## src/hdl/double_ended_queue_assert.svh

```systemverilog
// ----------------------------------------------------------------------------
// Double-ended queue assertion macros
// Concurrent checks that compile away when SYNTHESIS is defined.
// ----------------------------------------------------------------------------
`ifndef DOUBLE_ENDED_QUEUE_ASSERT_SVH
`define DOUBLE_ENDED_QUEUE_ASSERT_SVH

`ifndef SYNTHESIS

// Same-cycle implication, disabled during reset.
`define DQ_ASSERT_IMPLIES(label, clk, rstn, ante, cons) \
    label: assert property (@(posedge clk) disable iff (!(rstn)) (ante) |-> (cons)) \
        else $error("dq assertion failed");

// Next-cycle implication, disabled during reset.
`define DQ_ASSERT_NEXT(label, clk, rstn, ante, cons) \
    label: assert property (@(posedge clk) disable iff (!(rstn)) (ante) |=> (cons)) \
        else $error("dq assertion failed");

`else

`define DQ_ASSERT_IMPLIES(label, clk, rstn, ante, cons)
`define DQ_ASSERT_NEXT(label, clk, rstn, ante, cons)

`endif

`endif

```

## src/hdl/dq_pkg.sv

```systemverilog
// ----------------------------------------------------------------------------
// Double-ended queue package
// Transaction payload types, request and status codes, controller commands.
// ----------------------------------------------------------------------------
`timescale 1ns / 1ps

package dq_pkg;

    // Request codes
    localparam logic [1:0] OP_PUSH      = 2'd0;
    localparam logic [1:0] OP_POP_FRONT = 2'd1;
    localparam logic [1:0] OP_POP_BACK  = 2'd2;

    // Result status codes
    localparam logic [1:0] STAT_OK    = 2'd0;
    localparam logic [1:0] STAT_EMPTY = 2'd1;
    localparam logic [1:0] STAT_FULL  = 2'd2;

    typedef struct packed {
        logic [1:0]         opcode;
        logic signed [31:0] push_value;
    } dq_in_t;

    typedef struct packed {
        logic signed [31:0] pop_value;
        logic [1:0]         status;
        logic [4:0]         occupancy;
    } dq_out_t;

    // Controller to datapath commands
    typedef struct packed {
        logic capture;   // latch the accepted request
        logic execute;   // update pointers, access the store
        logic publish;   // load the result register
    } dq_cmd_t;

endpackage

```

## src/hdl/dq_ctrl.sv

```systemverilog
// ----------------------------------------------------------------------------
// Double-ended queue controller
// Sequences one request through execute and load, owns both handshakes.
// ----------------------------------------------------------------------------
`timescale 1ns / 1ps
`include "double_ended_queue_assert.svh"

module dq_ctrl (
    input  logic           aclk,
    input  logic           aresetn,
    input  logic           s_valid,
    output logic           s_ready,
    output logic           m_valid,
    input  logic           m_ready,
    output dq_pkg::dq_cmd_t cmd
);
    import dq_pkg::*;

    typedef enum logic [1:0] {
        ST_IDLE,
        ST_EXEC,
        ST_LOAD
    } state_t;

    state_t state_reg;
    state_t state_next;
    logic   m_valid_reg;
    logic   m_valid_next;
    logic   accept;

    // Take a new request once the controller is idle and the result register is empty or draining.
    assign s_ready = (state_reg == ST_IDLE) && (!m_valid_reg || m_ready);
    assign accept  = s_valid && s_ready;
    assign m_valid = m_valid_reg;

    assign cmd.capture = accept;
    assign cmd.execute = (state_reg == ST_EXEC);
    assign cmd.publish = (state_reg == ST_LOAD);

    always_comb begin
        state_next   = state_reg;
        m_valid_next = m_valid_reg;
        if (m_valid_reg && m_ready) begin
            m_valid_next = 1'b0;
        end
        unique case (state_reg)
            ST_IDLE: begin
                if (accept) begin
                    state_next = ST_EXEC;
                end
            end
            ST_EXEC: begin
                state_next = ST_LOAD;
            end
            ST_LOAD: begin
                state_next   = ST_IDLE;
                m_valid_next = 1'b1;
            end
            default: begin
                state_next = ST_IDLE;
            end
        endcase
    end

    always_ff @(posedge aclk) begin
        if (!aresetn) begin
            state_reg   <= ST_IDLE;
            m_valid_reg <= 1'b0;
        end else begin
            state_reg   <= state_next;
            m_valid_reg <= m_valid_next;
        end
    end

    `DQ_ASSERT_IMPLIES(a_load_into_free, aclk, aresetn, state_reg == ST_LOAD, !m_valid_reg)
    `DQ_ASSERT_NEXT(a_load_shows_result, aclk, aresetn, state_reg == ST_LOAD, m_valid_reg)
    `DQ_ASSERT_IMPLIES(a_exec_after_accept, aclk, aresetn, state_reg == ST_EXEC, $past(accept))

endmodule

```

## src/hdl/dq_datapath.sv

```systemverilog
// ----------------------------------------------------------------------------
// Double-ended queue datapath
// Circular store, head and tail pointers, count and the result register.
// ----------------------------------------------------------------------------
`timescale 1ns / 1ps

module dq_datapath #(
    parameter int DEPTH = 16
) (
    input  logic            aclk,
    input  logic            aresetn,
    input  dq_pkg::dq_cmd_t cmd,
    input  dq_pkg::dq_in_t  s_data,
    output dq_pkg::dq_out_t m_data
);
    import dq_pkg::*;

    localparam int AW = $clog2(DEPTH);
    localparam int CW = $clog2(DEPTH + 1);
    localparam logic [AW-1:0] LAST_IDX = AW'(DEPTH - 1);
    localparam logic [CW-1:0] FULL_CNT = CW'(DEPTH);

    logic signed [31:0] mem [DEPTH];

    dq_in_t             req_reg;
    logic [AW-1:0]      head_reg, head_next;
    logic [AW-1:0]      tail_reg, tail_next;
    logic [CW-1:0]      count_reg, count_next;
    logic [1:0]         stat_reg, stat_next;
    logic               pop_ok_reg, pop_ok_next;
    logic signed [31:0] rd_data_reg;
    dq_out_t            out_reg;

    logic               mem_we;
    logic               mem_re;
    logic [AW-1:0]      mem_addr;
    logic [AW-1:0]      head_inc;
    logic [AW-1:0]      tail_inc;
    logic [AW-1:0]      tail_dec;
    logic               is_full;
    logic               is_empty;

    assign head_inc = (head_reg == LAST_IDX) ? '0 : head_reg + 1'b1;
    assign tail_inc = (tail_reg == LAST_IDX) ? '0 : tail_reg + 1'b1;
    assign tail_dec = (tail_reg == '0) ? LAST_IDX : tail_reg - 1'b1;
    assign is_full  = (count_reg == FULL_CNT);
    assign is_empty = (count_reg == '0);

    always_comb begin
        head_next   = head_reg;
        tail_next   = tail_reg;
        count_next  = count_reg;
        stat_next   = stat_reg;
        pop_ok_next = pop_ok_reg;
        mem_we      = 1'b0;
        mem_re      = 1'b0;
        mem_addr    = tail_reg;
        if (cmd.execute) begin
            stat_next   = STAT_OK;
            pop_ok_next = 1'b0;
            unique case (req_reg.opcode)
                OP_PUSH: begin
                    if (is_full) begin
                        stat_next = STAT_FULL;
                    end else begin
                        mem_we     = 1'b1;
                        mem_addr   = tail_reg;
                        tail_next  = tail_inc;
                        count_next = count_reg + 1'b1;
                    end
                end
                OP_POP_FRONT: begin
                    if (is_empty) begin
                        stat_next = STAT_EMPTY;
                    end else begin
                        mem_re      = 1'b1;
                        mem_addr    = head_reg;
                        head_next   = head_inc;
                        count_next  = count_reg - 1'b1;
                        pop_ok_next = 1'b1;
                    end
                end
                OP_POP_BACK: begin
                    if (is_empty) begin
                        stat_next = STAT_EMPTY;
                    end else begin
                        mem_re      = 1'b1;
                        mem_addr    = tail_dec;
                        tail_next   = tail_dec;
                        count_next  = count_reg - 1'b1;
                        pop_ok_next = 1'b1;
                    end
                end
                default: begin
                    // unused code: leave the queue alone
                end
            endcase
        end
    end

    // Store: one port, registered read
    always_ff @(posedge aclk) begin
        if (mem_we) begin
            mem[mem_addr] <= req_reg.push_value;
        end
        if (mem_re) begin
            rd_data_reg <= mem[mem_addr];
        end
    end

    always_ff @(posedge aclk) begin
        if (!aresetn) begin
            head_reg  <= '0;
            tail_reg  <= '0;
            count_reg <= '0;
        end else begin
            head_reg  <= head_next;
            tail_reg  <= tail_next;
            count_reg <= count_next;
        end
    end

    always_ff @(posedge aclk) begin
        stat_reg   <= stat_next;
        pop_ok_reg <= pop_ok_next;
        if (cmd.capture) begin
            req_reg <= s_data;
        end
        if (cmd.publish) begin
            out_reg.pop_value <= pop_ok_reg ? rd_data_reg : 32'sd0;
            out_reg.status    <= stat_reg;
            out_reg.occupancy <= 5'(count_reg);
        end
    end

    assign m_data = out_reg;

endmodule

```

## src/hdl/double_ended_queue.sv

```systemverilog
// ----------------------------------------------------------------------------
// Double-ended queue
// Bounded deque of signed words: push back, pop front, pop back.
// ----------------------------------------------------------------------------
// Each transaction passes three steps from acceptance to result: the
// request is latched, the pointers move and the single-port store is
// accessed, and the registered read data reaches the result register.
// A new request is taken as soon as the previous one is in the result
// register and that register is empty or being drained, so the block
// takes no new request while one is still in flight. The store needs no
// clearing after reset; the queue is ready as soon as reset is released.
`timescale 1ns / 1ps

module double_ended_queue #(
    parameter int DEPTH = 16
) (
    input  logic            aclk,
    input  logic            aresetn,
    input  logic            s_valid,
    output logic            s_ready,
    input  dq_pkg::dq_in_t  s_data,
    output logic            m_valid,
    input  logic            m_ready,
    output dq_pkg::dq_out_t m_data
);
    import dq_pkg::*;

    dq_cmd_t cmd;

    dq_ctrl u_ctrl (
        .aclk    (aclk),
        .aresetn (aresetn),
        .s_valid (s_valid),
        .s_ready (s_ready),
        .m_valid (m_valid),
        .m_ready (m_ready),
        .cmd     (cmd)
    );

    dq_datapath #(
        .DEPTH (DEPTH)
    ) u_datapath (
        .aclk    (aclk),
        .aresetn (aresetn),
        .cmd     (cmd),
        .s_data  (s_data),
        .m_data  (m_data)
    );

endmodule

```

## config.mk

```make
export PLATFORM = sky130hd
export DESIGN_NAME = double_ended_queue
export DESIGN_NICKNAME = d
export VERILOG_FILES = /design/src/hdl/dq_pkg.sv /design/src/hdl/dq_ctrl.sv /design/src/hdl/dq_datapath.sv /design/src/hdl/double_ended_queue.sv
export VERILOG_INCLUDE_DIRS = /design/src /design/src/hdl
export SDC_FILE = /design/constraint.sdc
export NUM_CORES = 1
export LEC_CHECK = 0
export BUFFER_PORTS_ARGS = -buffer_cell sky130_fd_sc_hd__buf_2
export CORE_MARGIN = 10
export CORE_UTILIZATION = 35
export CTS_CLUSTER_SIZE = 24
export DETAILED_ROUTE_END_ITERATION = 10
export HOLD_SLACK_MARGIN = 0.08
export PLACE_DENSITY_LB_ADDON = 0.2
export SYNTH_ARGS = -nofsm -noshare
export SYNTH_HDL_FRONTEND = slang
export SYNTH_SLANG_ARGS = --single-unit
```

## constraint.sdc

```tcl
create_clock -name aclk -period 6.9 [get_ports aclk]
set_clock_uncertainty 0.2 [all_clocks]
set_input_delay 0.69 -clock aclk [delete_from_list [all_inputs] [get_ports aclk]]
set_output_delay 0.69 -clock aclk [all_outputs]
set_load 0.05 [all_outputs]
```

# Yosys cells after proc, flatten, opt, wreduce, memory -nomap -nowiden
# Memories as Yosys holds them, arrays and structs flattened. A register that Yosys moved wholly into a read port is not among the register bits.
# Cells that the tools add are included.
totals:
  register_bits: 92
  ramBits: 512
  inputBits: 38
  out_inout_bits: 41
  word_cells: 72
  n_memories: 1
memory_table:
  columns: ["name", "words", "word_bits", "read_ports", "rd_ports_with_merged_regs", "write_ports", "line_no", "rtl"]
  rows:
  - ["u_datapath.mem", 16, 32, 1, 1, 1, "dq_datapath.sv:23", "logic signed [31:0] mem [DEPTH];"]
op_classes:
  add_sub_neg: 5
  n_eq_ne: 10
  muxes: 27
  bitwise: 1
  n_reduce_logical: 16
op_table:
  columns: ["operator", "n"]
  rows:
  - ["4-bit two-way mux", 7]
  - ["4-bit one-hot mux with 2 select lines", 2]
  - ["1-bit two-way mux", 11]
  - ["5-bit two-way mux", 2]
  - ["5-bit one-hot mux with 2 select lines", 1]
  - ["4-bit by 1-bit adder with 4-bit output (second input constant)", 2]
  - ["4-bit equality test (second input constant)", 2]
  - ["2-bit one-hot mux with 2 select lines", 2]
  - ["3-bit AND reduction", 2]
  - ["2-bit nonzero test", 3]
  - ["5-bit by 1-bit adder with 5-bit output (second input constant)", 1]
  - ["5-bit equality test (second input constant)", 1]
  - ["5-bit logical NOT", 1]
  - ["5-bit by 1-bit subtractor with 5-bit output (second input constant)", 1]
  - ["2-bit by 1-bit equality test with 1-bit output (second input constant)", 2]
  - ["2-bit equality test (second input constant)", 2]
  - ["2-bit logical NOT", 2]
  - ["4-bit logical NOT", 1]
  - ["2-bit two-way mux", 2]
  - ["2-bit != test (second input constant)", 2]
  - ["4-bit AND reduction", 1]
  - ["4-bit by 1-bit subtractor with 4-bit output (second input constant)", 1]
  - ["1-bit logical AND", 3]
  - ["2-bit by 1-bit != test with 1-bit output (second input constant)", 1]
  - ["4 further kinds", 4]

# Longest topological paths before layout
# Gate-level depths: netlist of the first run.
logic_depth:
  word_depth: 6
  mapped_depth: 12
  ltp_nobuf: 9

# Hierarchy
# From an unflattened synthesis of the first run, not the netlist that was laid out.
unflattened:
  hier_cells: 1431
  area_unflattened_um2: 24629.9
by_module_without_submodules:
  columns: ["module", "n_inst", "cells_each", "area_each_um2", "seq_area_each_um2"]
  rows:
  - ["dq_datapath", 1, 1416, 24491.0, 18878.1]
  - ["dq_ctrl", 1, 15, 138.9, 60.1]

# Least setup slack after synthesis of the first run
# OpenSTA, ideal clock, no wires.
synth_timing:
  path_type: "flip-flop to flip-flop"
  from: "register u_datapath.count_reg[0]"
  to: "memory u_datapath.mem[8][0] (enable)"
  setup_ns: 0.461
  t_arrival_ns: 4.320
  t_required_ns: 6.239
  path_slack_ns: 1.918
  path_stages_with_launch: 9
  path_buffers: 2
  synth_period_minus_slack_ns: 4.982
  path_cell_list: "dfxtp_1 -> or4_4 -> o21ai_0 -> a2bb2oi_1 -> o221ai_1 -> clkbuf_1 -> nand2b_1 -> clkbuf_1 -> nor3_1"
synth_via:
  elab_chain_len: 6
  elab_cells_between_ends: 11
  cone_classes: "1 x eq/ne; 9 x mux; 1 x reduce/logical"
synth_lines:
  columns: ["element", "line_no", "rtl"]
  rows:
  - ["from (decl)", "dq_datapath.sv:28", "logic [CW-1:0] count_reg, count_next;"]
  - ["from (signal assigned)", "dq_datapath.sv:119", "count_reg <= count_next;"]
  - ["5-bit equality test", "dq_datapath.sv:46", "assign is_full = (count_reg == FULL_CNT);"]
  - ["1-bit two-way mux", "dq_datapath.sv:63", "if (is_full) begin"]
  - ["1-bit two-way mux", "dq_datapath.sv:61", "unique case (req_reg.opcode)"]
  - ["1-bit two-way mux", "dq_datapath.sv:58", "if (cmd.execute) begin"]
  - ["1-bit two-way mux", "dq_datapath.sv:103", "if (mem_we) begin"]
  - ["1-bit two-way mux (implied by the code)", "dq_datapath.sv:104", "mem[mem_addr] <= req_reg.push_value;"]
  - ["to (decl)", "dq_datapath.sv:23", null]
# Several ways; a longest one is shown, not always the timed one.

# Final worst setup path of the first run
layout_timing:
  from: "register u_datapath.count_reg[0]"
  to: "memory u_datapath.mem[10][15] (enable)"
# Same word-level chain as after synthesis.

==> out/results.ini, run 1 <==
[run_status]
outcome=finished, final reports clean

[finish]
area.sequential_sq_um=18940
antenna_cells=0
syn_to_final_growth_pct=17.04
mostFrequentLayoutCells=sky130_fd_sc_hd__edfxtp_1 (620), sky130_fd_sc_hd__mux4_2 (128), sky130_fd_sc_hd__buf_2 (78)
flip_flop_count_of_the_largest_register_after_layout=512
final_net_count=1318
drive_above_1_share_pct=27.29
postLayoutCellArea_sq_um=27940
area_taken_by_multi_input_logic_gates_sq_um=4800
nFillCells=5837
most_common_cell_after_layout_fill_and_taps_aside=sky130_fd_sc_hd__edfxtp_1

[detailed_routing]
drt_pass1_iterations=4
wire_per_inst_um=24.76
drt-vias-per-instance=5.092
ant_nets=0
drc_errors=0
totalWireLength_um=54270
dr_total_vias=11160
detail_route.iter0.violations=766

[clock_network]
cts-root-to-sink-buffers=3
root_buffer=sky130_fd_sc_hd__clkbuf_16
clk_pin_slew_worst_paths_ns=0.06
tritoncts.num_buffers=69
cts_sinks=636
worstSkewPairLatency_ns=0.61
cts.htree.levels=3
cts_tree=done

[placed_design]
port_buffers=78
hpwl_um=29460
routability_congestion_estimate_from_global_placement=0.7344
postPlaceCellArea_sq_um=25510

[yosys]
netlist.area_leader.share_pct=78.00
synth_fp_nets=1150
complex_gate_fraction_of_the_synthesized_area_pct=3.292
synth.ff_latch_count=636
post_synth.cell_area_avg_sq_um=21.68
ys_types=43
post_synth_main_area_contributors=sky130_fd_sc_hd__edfxtp_1 (78%), sky130_fd_sc_hd__mux4_2 (12%), sky130_fd_sc_hd__a22oi_1 (2.0%)
netlist_instances=1101
post_synthesis_share_of_cell_area_spent_on_xor_and_xnor_gates_pct=0.2568
synthSimpleGateAreaFrac_pct=3.129
yosys.area_share.adder_pct=0.6080
post-synth-top-area-cell=sky130_fd_sc_hd__edfxtp_1
postSynth.asyncResetShare_pct=0
yosys_most_used_dff=sky130_fd_sc_hd__edfxtp_1
synth-seq-area-share_pct=79.34
post_synth_edffs=620
syn-cell-area_sq_um=23870
synth.yosys.warnings=0
yosys-mux-area-fraction_pct=12.12
dominant_combinational_cell_family_by_area_after_synthesis=multiplexers

[sta]
timing.final.hold_violations=0
layout_worst_path_cycle_share_pct=66.15
tightest_slew_ns=1.134
max_freq_mhz=219.1
setup-violations-final=0
max_slew_margin_pct=23.96
period_needed_ns=4.564
totalNegativeSetupSlack_ns=0
whs_ns=0.1269
rsz0062_at_grt=false
drv_slew=0

[floorplanning]
die_area_sq_um=79050
die_w_um=281.2
die-height_um=281.2
core_sq_um=67400
initial_utilization_pct=35.42
cell_row_count=95
io-pin-count=79

[critical_path]
capturing_element_type_of_the_critical_path=flip-flop
worstPathMaxFanout=30
path_class=flip-flop to flip-flop
cp-start-kind=flip-flop
reg2reg_depth=7
timing.critical_path.arrival_ns=4.59
worstPathRequired_ns=6.92

[grt]
antenna_found_initial=0
global_route_usage_sum_pct=13.93
via_count_of_the_first_global_routing_pass=12070
grt-ovfl-total=0
grt_first_pass_wirelength_um=81000
maximum_number_of_pins_on_one_net_before_global_route_repair=71

[pwr]
p_leak_nw=8.944
power_density_nw_per_um2=289.2
power.ir.vdd_worst_uv=198.3

[min_path]
whs_path_depth=2
worst_hold_path_type=input pin to flip-flop

[job]
max_cap_viol_count=0

-- where the power goes --
part	switching (mW)	internal (mW)
combinational	0.160	0.123
clock	1.47	1.98
sequential	0.0645	4.29
-- kinds of logic (layout without fill, tap and decap cells) --
logic type	count (synthesis)	count (layout)
multiplexers	129	129
XOR/XNOR	7	7
buffers and inverters	58	276
flip-flops	636	636
AO/OA/AOI/OAI	110	110
AND/OR/NAND/NOR	150	150
adder cells (fa/ha/maj)	11	11
-- through the flow --
stage               std cells  util, %  worst slack, ns  total power [mW]
detailed placement       2037    37.85            2.200             4.713
CTS                      2192    41.45            2.175             8.188
global placement         2037    37.85            2.317             4.708
global route             2192    41.45            1.896             8.370
finish                   2192    41.45            2.336             8.081
floorplan                1101        -            1.918             4.608
-- Yosys cell counts, drive strengths merged (2+ instances only) --
| cell | instances |
|---|---|
| a21o | 3 |
| nand3 | 6 |
| and2 | 41 |
| inv | 9 |
| or3 | 3 |
| a21boi | 4 |
| clkbuf | 24 |
| o221a | 2 |
| nor2b | 6 |
| nor2 | 15 |
| edfxtp | 620 |
| xnor2 | 3 |
| dfxtp | 16 |
| xor2 | 4 |
| a31oi | 2 |
| o22ai | 2 |
| o221ai | 5 |
| o21ai | 8 |
| nand2b | 4 |
| buf | 25 |
| a21oi | 15 |
| mux4 | 128 |
| and3 | 2 |
| ha | 10 |
| a22oi | 65 |
| nor3 | 12 |
| nand2 | 56 |
-- final cells by class --
cell class | count | share of cell area (%)
clock buffers | 95 | 6.834
flip-flops and latches | 636 | 67.79
multi-input cells | 407 | 17.18
repair buffers | 146 | 3.529
well taps | 873 | 3.910
inverters | 9 | 0.1209
clock inverters | 26 | 0.6404
-- routing by layer --
| layer | vias to the layer above | wire length [um] | global-route usage (%) |
|---|---|---|---|
| met5 | - | 0 | 0 |
| met4 | 0 | 1362 | 4.411 |
| met3 | 91 | 2233 | 2.654 |
| met2 | 218 | 27080 | 23.20 |
| met1 | 5946 | 23600 | 18.19 |
| li1 | 4906 | - | - |
-- final timing paths --
path,start,endpoint,slack [ns]
max reg2reg,u_datapath.count_reg[0]$_SDFFE_PN0P_,u_datapath.mem[10][15]$_DFFE_PP_,2.34
min,s_valid,u_ctrl.state_reg[0]$_SDFFE_PN0P_,0.13
min reg2reg,u_datapath.stat_reg[1]$_DFFE_PN_,u_datapath.m_data[6]$_DFFE_PP_,0.22
max,u_datapath.count_reg[0]$_SDFFE_PN0P_,u_datapath.mem[10][15]$_DFFE_PP_,2.34
-- repair_timing --
item	CTS	global route
hold endpoints to repair	34	0
buffers inserted	0	0
hold buffers	34	0
gates resized for setup	0	0
-- worst max-delay path, cell delays in order (launching register included) --
cell,delay [ns]
sky130_fd_sc_hd__dfxtp_1,0.37
sky130_fd_sc_hd__nor4_1,0.58
sky130_fd_sc_hd__nand2_1,0.27
sky130_fd_sc_hd__o211ai_1,0.35
sky130_fd_sc_hd__o221a_4,0.70
sky130_fd_sc_hd__nand3_1,0.48
sky130_fd_sc_hd__nor2_4,0.62
sky130_fd_sc_hd__buf_4,0.56
No activity file was read; power rests on OpenSTA's default activity.
==> run 2: changes to the inputs <==
==> constraint.sdc (replaced) <==
create_clock -name aclk -period 4.4 [get_ports aclk]
set_clock_uncertainty 0.2 [all_clocks]
set_input_delay 0.44 -clock aclk [delete_from_list [all_inputs] [get_ports aclk]]
set_output_delay 0.44 -clock aclk [all_outputs]
set_load 0.05 [all_outputs]
==> run 2 against run 1 <==
Against the previous run:
- sequential power up 56%
- fmax grew 20%
- clock-buffer cell count is 14 lower
- first-iteration DRC count up 27%
- utilization rose by 0.75 points
- combinational power rose by 68%
- critical path depth increased by 2
- largest cell class unchanged
- hold slack improved by 0.083 ns
- wire length up 3.7%
- sequential cell count is the same
- clock power grew 66%
==> out/results.ini, run 2 (same netlist as run 1, synthesis figures left out) <==
[critical_path]
cp-start-kind=flip-flop
path_class=flip-flop to flip-flop
r2r-start=u_datapath.req_reg[32]$_DFFE_PP_
capturing_element_type_of_the_critical_path=flip-flop
timing.critical_path.arrival_ns=3.89
setup.worst_path.start=u_datapath.req_reg[32]$_DFFE_PP_
worstPathMaxFanout=25
worstPathRequired_ns=4.48

[min_path]
hold_path.startpoint=u_datapath.stat_reg[1]$_DFFE_PN_
worst_hold_path_type=flip-flop to flip-flop

[pwr]
total_chip_power_mw=13.02
p_leak_nw=9.166
power_density_nw_per_um2=457.6
power.ir.vdd_worst_uv=318.9

[floorplanning]
die_w_um=281.2
die_area_sq_um=79050
die-height_um=281.2
initial_utilization_pct=35.42
cell_row_count=95
io-pin-count=79
core_sq_um=67400

[finish]
final_net_count=1335
mostFrequentLayoutCells=sky130_fd_sc_hd__edfxtp_1 (620), sky130_fd_sc_hd__mux4_2 (128), sky130_fd_sc_hd__buf_2 (78)
nFillCells=5839
most_common_cell_after_layout_fill_and_taps_aside=sky130_fd_sc_hd__edfxtp_1
flip_flop_count_of_the_largest_register_after_layout=512
syn_to_final_growth_pct=19.16
antenna_cells=0
drive_above_1_share_pct=28.19

[detailed_routing]
drt-vias-per-instance=5.113
drc_errors=0
detail_route.iter0.violations=973
drt_pass1_iterations=4
ant_nets=0
wire_per_inst_um=25.43
dr_total_vias=11320
totalWireLength_um=56310

[grt]
global_route_usage_sum_pct=14.43
grt_first_pass_wirelength_um=83480
via_count_of_the_first_global_routing_pass=12370
antenna_found_initial=2
grt-ovfl-total=0
maximum_number_of_pins_on_one_net_before_global_route_repair=87

[sta]
setup-violations-final=0
timing.final.hold_violations=0
postLayoutSetupSlackWorst_ns=0.5903
max_slew_margin_pct=32.36
layout_worst_path_cycle_share_pct=86.58
tightest_slew_ns=1.012
drv_slew=0
max_freq_mhz=262.5
period_needed_ns=3.810
rsz0062_at_grt=false

[job]
max_cap_viol_count=0

[placed_design]
hpwl_um=30500
port_buffers=78
routability_congestion_estimate_from_global_placement=0.7020
preCtsSetupSlack_ns=0.5526

[clock_network]
cts_tree=done
cts.htree.levels=3
clk_pin_slew_worst_paths_ns=0.05
post_cts_resize_count=0
root_buffer=sky130_fd_sc_hd__clkbuf_16
cts_post_setup_buffers_inserted=0
cts-root-to-sink-buffers=3
worstSkewPairLatency_ns=0.61
tritoncts.num_buffers=69
holdBufCountCts=39
cts_sinks=636

[run_status]
outcome=finished, final reports clean

[run 2: where the power goes]
group	internal, mW	total (mW)	switching [mW]
logic	0.209	0.475	0.266
registers	6.73	6.82	0.0968
clock network	3.36	5.72	2.36
[run 2: worst paths after layout]
check | end | slack, ns | cells after the start
max | u_datapath.mem[14][19]$_DFFE_PP_ | 0.59 | 9
min | u_datapath.m_data[6]$_DFFE_PP_ | 0.21 | 0
max reg2reg | u_datapath.mem[14][19]$_DFFE_PP_ | 0.59 | 9
min reg2reg | u_datapath.m_data[6]$_DFFE_PP_ | 0.21 | 0
[run 2: routing by layer]
metal	track usage (%)	part of all wire, %	vias to the layer above
met2	23.33	48	222
met1	19.77	46	6053
met4	4.053	2.2	0
met3	2.554	4.0	91
met5	0	0	-
li1	-	-	4955
[run 2: stage by stage]
stage                     instance area, sq um  std cells  setup TNS [ns]  util [%]  hold slack [ns]
after floorplan                          23870       1101         -148.85         -           0.2003
after global placement                   25810       2049               0     38.30           0.2037
after detailed placement                 25810       2049               0     38.30           0.2075
after CTS                                28440       2214               0     42.20           0.2126
after global routing                     28440       2214               0     42.20           0.2162
final                                    28440       2214               0     42.20           0.2097
[run 2: worst max-delay path, cell delays in order (launching register included)]
cell	delay (ns)
sky130_fd_sc_hd__edfxtp_1	0.38
sky130_fd_sc_hd__inv_1	0.08
sky130_fd_sc_hd__ha_1	0.49
sky130_fd_sc_hd__and3b_1	0.30
sky130_fd_sc_hd__o21ai_1	0.17
sky130_fd_sc_hd__nand2_1	0.15
sky130_fd_sc_hd__o221a_4	0.52
sky130_fd_sc_hd__nand3_1	0.43
sky130_fd_sc_hd__nor2_4	0.45
sky130_fd_sc_hd__buf_12	0.30
[run 2: cell type report]
class | instances | area [sq um] | area share [%]
Clock inverter | 45 | 447.9 | 1.575
Clock buffer | 81 | 1793 | 6.304
Inverter | 9 | 33.78 | 0.1188
Sequential cell | 636 | 18940 | 66.58
Multi-Input combinational cell | 407 | 4800 | 16.87
Tap cell | 873 | 1092 | 3.840
Timing Repair Buffer | 163 | 1339 | 4.707
==> run 3: changes to the inputs <==
--- a/config.mk
+++ b/config.mk
@@ -13,6 +13,7 @@
 export DETAILED_ROUTE_END_ITERATION = 10
 export HOLD_SLACK_MARGIN = 0.08
 export PLACE_DENSITY_LB_ADDON = 0.2
+export REMOVE_ABC_BUFFERS = 1
 export SYNTH_ARGS = -nofsm -noshare
 export SYNTH_HDL_FRONTEND = slang
 export SYNTH_SLANG_ARGS = --single-unit
==> run 3 against run 2 <==
Against the previous run:
- die area is the same
- non-clock buffer count grew 4
- utilization is essentially flat
- sequential share of layout area is essentially flat
- global-route usage shrank 0.43 points
- critical endpoint is now u_datapath.mem[1][10]$_DFFE_PP_
==> out/results.ini, run 3 (same netlist as run 1, synthesis figures left out) <==
[sta]
setup-violations-final=0
rsz0062_at_grt=false
period_needed_ns=3.696
max_slew_margin_pct=37.43
timing.final.hold_violations=0
layout_worst_path_cycle_share_pct=83.99
max_freq_mhz=270.6
totalNegativeSetupSlack_ns=0
drv_slew=0
tightest_slew_ns=0.9385

[finish]
antenna_cells=0
flip_flop_count_of_the_largest_register_after_layout=512
mostFrequentLayoutCells=sky130_fd_sc_hd__edfxtp_1 (620), sky130_fd_sc_hd__mux4_2 (128), sky130_fd_sc_hd__buf_2 (78)
final_net_count=1340
drive_above_1_share_pct=28.29
syn_to_final_growth_pct=19.15
most_common_cell_after_layout_fill_and_taps_aside=sky130_fd_sc_hd__edfxtp_1
nFillCells=5845
postLayoutCellArea_sq_um=28440

[grt]
maximum_number_of_pins_on_one_net_before_global_route_repair=73
via_count_of_the_first_global_routing_pass=11900
antenna_found_initial=1
global_route_usage_sum_pct=14.01
grt-ovfl-total=0
grt_first_pass_wirelength_um=80650

[placed_design]
hpwl_um=30260
routability_congestion_estimate_from_global_placement=0.7219
postPlaceCellArea_sq_um=25740
port_buffers=78

[critical_path]
worstPathMaxFanout=27
max_stage_delay_ns=0.61
slowest_stage=sky130_fd_sc_hd__or4_4
worst_path_cell_trace=or4_4, o21ai_0, a2bb2oi_1, o221ai_4, nand2b_1, nor3_2, buf_4
r2r-start=u_datapath.count_reg[0]$_SDFFE_PN0P_
capturing_element_type_of_the_critical_path=flip-flop
worstPathRequired_ns=4.43
regToRegSetupSlack_ns=0.70
crit-reg2reg-capture=u_datapath.mem[1][10]$_DFFE_PP_
cp-endpoint=u_datapath.mem[1][10]$_DFFE_PP_
reg2reg_depth=7
timing.critical_path.arrival_ns=3.73
path_class=flip-flop to flip-flop
cp-start-kind=flip-flop
setup.worst_path.start=u_datapath.count_reg[0]$_SDFFE_PN0P_

[detailed_routing]
drt-vias-per-instance=5.128
wire_per_inst_um=24.84
drt_pass1_iterations=4
detail_route.iter0.violations=861
dr_total_vias=11390
drc_errors=0
ant_nets=0
totalWireLength_um=55140

[run_status]
outcome=finished, final reports clean

[pwr]
p_leak_nw=9.181
power.ir.vdd_worst_uv=246.8
power_density_nw_per_um2=461.6
total_chip_power_mw=13.13

[clock_network]
post_cts_resize_count=0
cts.htree.levels=3
worstSkewPairLatency_ns=0.62
cts-root-to-sink-buffers=3
cts_sinks=636
root_buffer=sky130_fd_sc_hd__clkbuf_16
tritoncts.num_buffers=70
cts_tree=done
clk_pin_slew_worst_paths_ns=0.06

[floorplanning]
core_sq_um=67400
cell_row_count=95
initial_utilization_pct=35.42
die_area_sq_um=79050
io-pin-count=79
die_w_um=281.2
die-height_um=281.2

[job]
max_cap_viol_count=0

[min_path]
hold_path.startpoint=u_datapath.stat_reg[1]$_DFFE_PN_
worst_hold_path_type=flip-flop to flip-flop

==> run 3: changes by cell type in the layout (fill, tap and decap cells not counted), moves of 2 or more <==
cell	before	now
sky130_fd_sc_hd__buf_12	17	9
sky130_fd_sc_hd__buf_4	29	41
sky130_fd_sc_hd__clkinv_1	18	20
sky130_fd_sc_hd__clkinv_2	13	7
sky130_fd_sc_hd__inv_16	2	0
==> run 3: layout make-up <==
class	count	area (sq um)	share of cell area, %
clock buffers	84	1836	6.454
clock inverters	44	473.0	1.663
inverters	9	33.78	0.1188
multi-input cells	407	4800	16.88
flip-flops and latches	636	18940	66.59
well taps	873	1092	3.841
repair buffers	167	1269	4.461
==> run 3: how the worst min path moves through the flow <==
| stage | endpoint | slack, ns | cells after the start |
|---|---|---|---|
| final | u_datapath.m_data[6]$_DFFE_PP_ | 0.23 | 0 |
| after global routing | u_datapath.m_data[6]$_DFFE_PP_ | 0.23 | 0 |
| after CTS | u_datapath.m_data[6]$_DFFE_PP_ | 0.23 | 0 |
| after detailed placement | u_datapath.m_data[6]$_DFFE_PP_ | 0.22 | 0 |
| after global placement | u_datapath.m_data[5]$_DFFE_PP_ | 0.21 | 0 |
| after floorplan | u_datapath.m_data[5]$_DFFE_PP_ | 0.20 | 0 |
==> run 3: layer usage <==
layer  up-vias  part of all wire [%]  global-route usage [%]
li1       4951                     -                       -
met1      6120                    47                   19.78
met2       232                    46                   21.79
met3        82                   4.1                   2.695
met4         0                   2.1                   3.956
met5         -                     0                       0
==> run 3: timing repair <==
action,CTS,global route
setup buffers,0,0
hold endpoints to repair,50,0
hold buffers,39,0
==> run 3: stage by stage <==
step	hold WS (ns)	util, %	cells	setup slack [ns]
floorplan	0.2003	-	1052	-6.628
global placement	0.2129	38.20	2053	0.7766
detailed placement	0.2183	38.20	2053	0.7272
CTS	0.2312	42.20	2220	0.7120
global route	0.2341	42.20	2220	0.4111
finish	0.2324	42.20	2220	0.7044
==> run 3: report_power, final <==
| group | switching (mW) | internal (mW) | leakage, nW |
|---|---|---|---|
| sequential | 0.0994 | 6.73 | 5.74 |
| combinational | 0.257 | 0.205 | 2.33 |
| clock | 2.37 | 3.47 | 1.12 |
==> run 3: worst max-delay path: cells and delay by family (launching register included) <==
| kind | cells | cell delay [ns] |
|---|---|---|
| flip-flops | 1 | 0.37 |
| AO/OA/AOI/OAI | 3 | 0.96 |
| AND/OR/NAND/NOR | 3 | 1.26 |
| buffers and inverters | 1 | 0.52 |
